## src/hdl/lobm_pkg.sv

```systemverilog
package lobm_pkg;

	localparam logic KIND_TRADE = 1'b0;
	localparam logic KIND_DONE  = 1'b1;

	localparam logic SIDE_BID = 1'b0;
	localparam logic SIDE_ASK = 1'b1;

	// commands from controller to datapath
	typedef struct packed {
		logic load;
		logic scan;
		logic fill;
		logic done;
	} lobm_cmd_t;

	// status from datapath to controller
	typedef struct packed {
		logic scan_last;
		logic match_ok;
		logic remain_zero;
		logic fill_ends;
		logic out_free;
	} lobm_sts_t;

endpackage

```

## src/hdl/lobm_ctrl.sv

```systemverilog
module lobm_ctrl
	import lobm_pkg::*;
(
	input  logic      clk,
	input  logic      arst_n,
	input  logic      in_valid,
	output logic      in_ready,
	input  lobm_sts_t sts,
	output lobm_cmd_t cmd
);

	typedef enum logic [2:0] {
		ST_IDLE,
		ST_SCAN,
		ST_DECIDE,
		ST_FILL,
		ST_DONE
	} state_t;

	state_t state_q;

	assign in_ready = (state_q == ST_IDLE);

	always_comb begin
		cmd.load = in_valid && (state_q == ST_IDLE);
		cmd.scan = (state_q == ST_SCAN);
		cmd.fill = (state_q == ST_FILL) && sts.out_free;
		cmd.done = (state_q == ST_DONE) && sts.out_free;
	end

	always_ff @(posedge clk or negedge arst_n) begin
		if (!arst_n) begin
			state_q <= ST_IDLE;
		end else begin
			case (state_q)
				ST_IDLE: begin
					if (in_valid) state_q <= ST_SCAN;
				end
				ST_SCAN: begin
					if (sts.scan_last) state_q <= ST_DECIDE;
				end
				ST_DECIDE: begin
					if (sts.remain_zero || !sts.match_ok) state_q <= ST_DONE;
					else state_q <= ST_FILL;
				end
				ST_FILL: begin
					if (sts.out_free) begin
						if (sts.fill_ends) state_q <= ST_DONE;
						else state_q <= ST_SCAN;
					end
				end
				ST_DONE: begin
					if (sts.out_free) state_q <= ST_IDLE;
				end
				default: state_q <= ST_IDLE;
			endcase
		end
	end

endmodule

```

## config.mk

```make
export PLATFORM = sky130hd
export DESIGN_NAME = lobm_ctrl
export DESIGN_NICKNAME = d
export VERILOG_FILES = /design/src/hdl/lobm_pkg.sv /design/src/hdl/lobm_ctrl.sv
export SDC_FILE = /design/constraint.sdc
export NUM_CORES = 1
export LEC_CHECK = 0
export ABC_AREA = 1
export BUFFER_PORTS_ARGS = -buffer_cell sky130_fd_sc_hd__buf_2
export CAP_MARGIN = 5
export CORE_AREA = 2 2 39 41
export DETAILED_ROUTE_END_ITERATION = 8
export DIE_AREA = 0 0 41 43
export PLACE_DENSITY = 0.38
export SLEW_MARGIN = 20
export SYNTH_ARGS = -nofsm -noshare
export SYNTH_HDL_FRONTEND = slang
export SYNTH_SLANG_ARGS = --single-unit
```

## constraint.sdc

```tcl
create_clock -name clk -period 2.2 [get_ports clk]
set_input_delay 0.22 -clock clk [delete_from_list [all_inputs] [get_ports clk]]
set_output_delay 0.22 -clock clk [all_outputs]
set_load 0.02 [all_outputs]
```

# Yosys cells after proc, flatten, opt, wreduce, memory -nomap -nowiden
# Cells that the tools add are included.
[op_classes]
eq_ne = 8
muxes = 7
n_reduce_logical = 7
[ops]
columns = ["cell", "n"]
rows = [
  ["$mux W3", 6],
  ["$pmux W3 S5", 1],
  ["$ne A2 B2 Y1 const B", 4],
  ["$eq A3 B2 Y1 const B", 2],
  ["$reduce_and A4 Y1", 1],
  ["$eq A3 B1 Y1 const B", 1],
  ["$eq A3 B3 Y1 const B", 1],
  ["$logic_and A1 B1 Y1", 3],
  ["$logic_not A3 Y1", 1],
  ["$logic_not A1 Y1", 1],
  ["$logic_or A1 B1 Y1", 1],
]
[totals]
reg_bits = 3
in_bits = 8
output_inout_bits = 5

# Logic depth before layout (Yosys ltp)
[logic_depth]
ltp_word = 4
depth_mapped = 7
depth_no_buf = 7

# Worst setup path before layout
# OpenSTA, ideal clock, no wires.
[synth_path]
path_kind = "register to output"
startpoint = "register state_q[0]"
endpoint = "output cmd[3] (netlist bit)"
t_arrival_ns = 0.937
t_required_ns = 1.980
setup_slack_ns = 1.043
path_stages_with_launch = 4
n_path_buf = 0
cell_sequence = "dfrtp_1 nor2_1 nand2_1 nor2_1"
[synth_lines]
columns = ["item", "line_no", "rtl"]
rows = [
  ["start, declared", "lobm_ctrl.sv:20", "state_t state_q;"],
  ["start signal, assigned", "lobm_ctrl.sv:33", "state_q <= ST_IDLE;"],
  ["start signal, assigned", "lobm_ctrl.sv:37", "if (in_valid) state_q <= ST_SCAN;"],
  ["start signal, assigned", "lobm_ctrl.sv:40", "if (sts.scan_last) state_q <= ST_DECIDE;"],
  ["end, declared", "lobm_ctrl.sv:9", "output lobm_cmd_t cmd"],
]

==> summary.txt <==
Synthesis
  • Yosys warns: 0
  • Most frequent cell after synthesis: nand2_1
  • Dominant synthesized flop cell: dfrtp_1
  • Post-synthesis net count: 57
  • Synth Area in Adders: 0
  • Area contributors post-synth: dfrtp_1 28%, nand2_1 22%, nand3_1 15%
  • Number of synthesized flops with an enable pin: 0
  • Simple logic cell fraction of the synthesized area: 0.551
  • Seq cells post-synth: 3
  • FFs w/ async S/R, synth: 1.00
  • Post-synth top area share: 0.278
  • Sequential-to-total area share from yosys stat: 0.278
  • Largest family of logic cells by synthesized area: simple AND/OR/NAND/NOR gates
  • Syn Inst Count: 49
  • Synth area leader: dfrtp_1
  • Post-Synth XOR/XNOR Area: 0
  • Mean Syn Cell Area: 5.52 um2
  • Post-synthesis compound-gate area fraction: 0.0185
  • Top post-synthesis cells by count: 16 x nand2_1, 8 x inv_1, 8 x nand3_1, 7 x nor2_1
  • Distinct cell type count after synthesis: 10
  • Mapped cell area: 270 um2
  • Multiplexer area fraction after synthesis: 0

Power
  • Comb pwr share: 0.587
  • NetSw: 0.000264 W
  • P_leak: 0.253 nW
  • VDD IR max: 333 uV
  • Reg power frac: 0.226
  • Switch share: 0.510
  • Pint: 0.000253 W
  • P per Cell Area: 1340 nW/um2
  • Clock network power share: 0.187

Clock network
  • Clk_lat worst skew: 0.23 ns
  • CTS Buffer Depth: 2
  • Cts repair resizes: 0
  • Reg clk slew, reported paths: 0.04 ns
  • Total clock buffers created by CTS: 3
  • CTS sink cnt: 3
  • CTS tree: built
  • Htree depth: 1
  • CTS root buffer: clkbuf_4

STA
  • Final worst path period need: 1.42 ns
  • Least-Margin Pin Slew: 0.243 ns
  • Final worst-path cycle share: 0.645
  • # setup viols final: 0
  • Peak Freq: 0.705 GHz
  • Setup TNS Final: 0 ns
  • Setup ws final: 0.781 ns
  • Fin. max-slew vios: 0
  • Worst Clk Skew: 0.00659 ns
  • Fin. Hold Viols: 0
  • RSZ-0062 raised after global routing: false
  • Max_slew headroom: 0.838

Critical path
  • Crit path kind: flop to output pin
  • Crit end category: output pin
  • Critical path arrival: 1.20 ns
  • Crit-path max cell delay: 0.42 ns
  • Worst R2R Path Depth: 6
  • Cell mode on critical path: nor2_1
  • Crit-path cells: nor2_1 > nand2_1 > nor2_1 > buf_2
  • Worst path slowest cell: dfrtp_1
  • Critical Path Fanout Max: 5
  • Data required, critical path: 1.98 ns
  • R2R setup slack: 1.08 ns
  • Worst setup SP type: flop

Cells and area
  • Share of cells above drive strength 1: 0.318
  • Fill cells: 167
  • Antenna diodes: 0
  • Layout area overhead: 43.1%
  • Largest register by flop count: state_q
  • Largest register FFs: 3
  • Regs by FF count: state_q: 3 flops
  • Nets: 75

Floorplanning
  • Die Height: 43 um
  • # rows: 14
  • Ports: 13
  • Core area: 1380 um2
  • Die area: 1760 um2
  • Starting Density: 0.195
  • Die W: 41 um

Detailed routing
  • Final ANT Viol Nets: 0
  • Routed WL per cell: 8.22 um
  • DR vias: 324
  • Drc violations: 0
  • First-pass DRT Iterations: 6
  • DRT iter0 DRCs: 4
  • Via density: 3.95
  • WL final: 674 um

Placement
  • Port Buf Inserts: 12
  • Pre-CTS WS: 1.02 ns
  • Placer Congestion: 0.665
  • Hpwl dp: 573 um

GRT
  • GRT overflow: 0
  • Maximum number of pins on one net before global-route repair: 7
  • GRT Total Usage: 0.0925
  • Vias in the first global route: 270
  • Global-route wire length before repair: 1.08 mm
  • Initial antenna violation count: 0

Run
  • Max Cap Violations: 0

Hold path
  • Hold Crit Class: input port to flop
  • Hold path depth: 4

Outcome
  • Status: completed
stage by stage:
| stage | hold slack, ns | std cells | total power (W) | utilization | area, um2 |
|---|---|---|---|---|---|
| 6_report | 0.292 | 82 | 0.000517 | 0.279 | 387 |
| 5_1_grt | 0.312 | 82 | 0.000580 | 0.279 | 387 |
| 4_1_cts | 0.291 | 82 | 0.000526 | 0.279 | 387 |
| 3_5_place_dp | 0.0206 | 77 | 0.000425 | 0.253 | 350 |
| 3_3_place_gp | 0.0193 | 77 | 0.000429 | 0.253 | 350 |
| 2_1_floorplan | -0.0756 | 49 | 0.000341 | - | 270 |
timing repair:
| action | CTS | global route |
|---|---|---|
| hold buffers | 1 | 0 |
| setup buffers | 0 | 0 |
| setup endpoints to repair | 0 | 0 |
| endpoints found under the hold margin | 3 | 0 |
area by class of cell:
class	count	area, um2	share of cell area
timing repair buffer	13	70.1	0.181
multi-input combinational	35	154	0.398
sequential	3	75.1	0.194
tap	16	20.0	0.0518
inverter	11	41.3	0.107
clock buffer	4	26.3	0.0680
cells in the final DEF, fill, tap and decap left out, drive strengths merged:
| master | Yosys | layout |
|---|---|---|
| buf | 0 | 12 |
| inv | 11 | 11 |
| o21ai | 1 | 1 |
| nand3 | 9 | 9 |
| dlygate4sd3 | 0 | 1 |
| dfrtp | 3 | 3 |
| clkbuf | 0 | 4 |
| nand2 | 17 | 17 |
| nor2 | 8 | 8 |
cell families after synthesis:
| family | after synthesis |
|---|---|
| and+or+nand+nor | 34 |
| buffers and inverters | 11 |
| DFF | 3 |
| AOI/OAI and AO/OA | 1 |
metal layers:
metal | global-route usage | up-vias | wire length, um
met3 | 0.0314 | 0 | 27
li1 | - | 179 | -
met2 | 0.147 | 8 | 355
met4 | 0.0400 | 0 | 0
met1 | 0.106 | 137 | 290
met5 | 0 | - | 0
worst max-delay path: cells and delay by family, from the launching register on:
family,cells,cell delay [ns]
flops,1,0.42
simple gates,3,0.39
buf+inv,1,0.16
power groups by stage:
stage	sequential, W	combinational [W]	clock [W]
floorplan	0.000108	0.000233	0
global placement	0.000115	0.000314	0
detailed placement	0.000118	0.000307	0
CTS	0.000116	0.000309	0.000101
global route	0.000121	0.000348	0.000111
finish	0.000117	0.000303	0.0000968
final timing paths:
kind                       startpoint         end
max reg2reg                state_q[0]  state_q[2]
max                        state_q[0]      cmd[3]
max in group asynchronous      arst_n  state_q[1]
min                            sts[0]  state_q[1]
min in group asynchronous      arst_n  state_q[2]
min reg2reg                state_q[0]  state_q[0]
(Power assumes the default switching activity.)
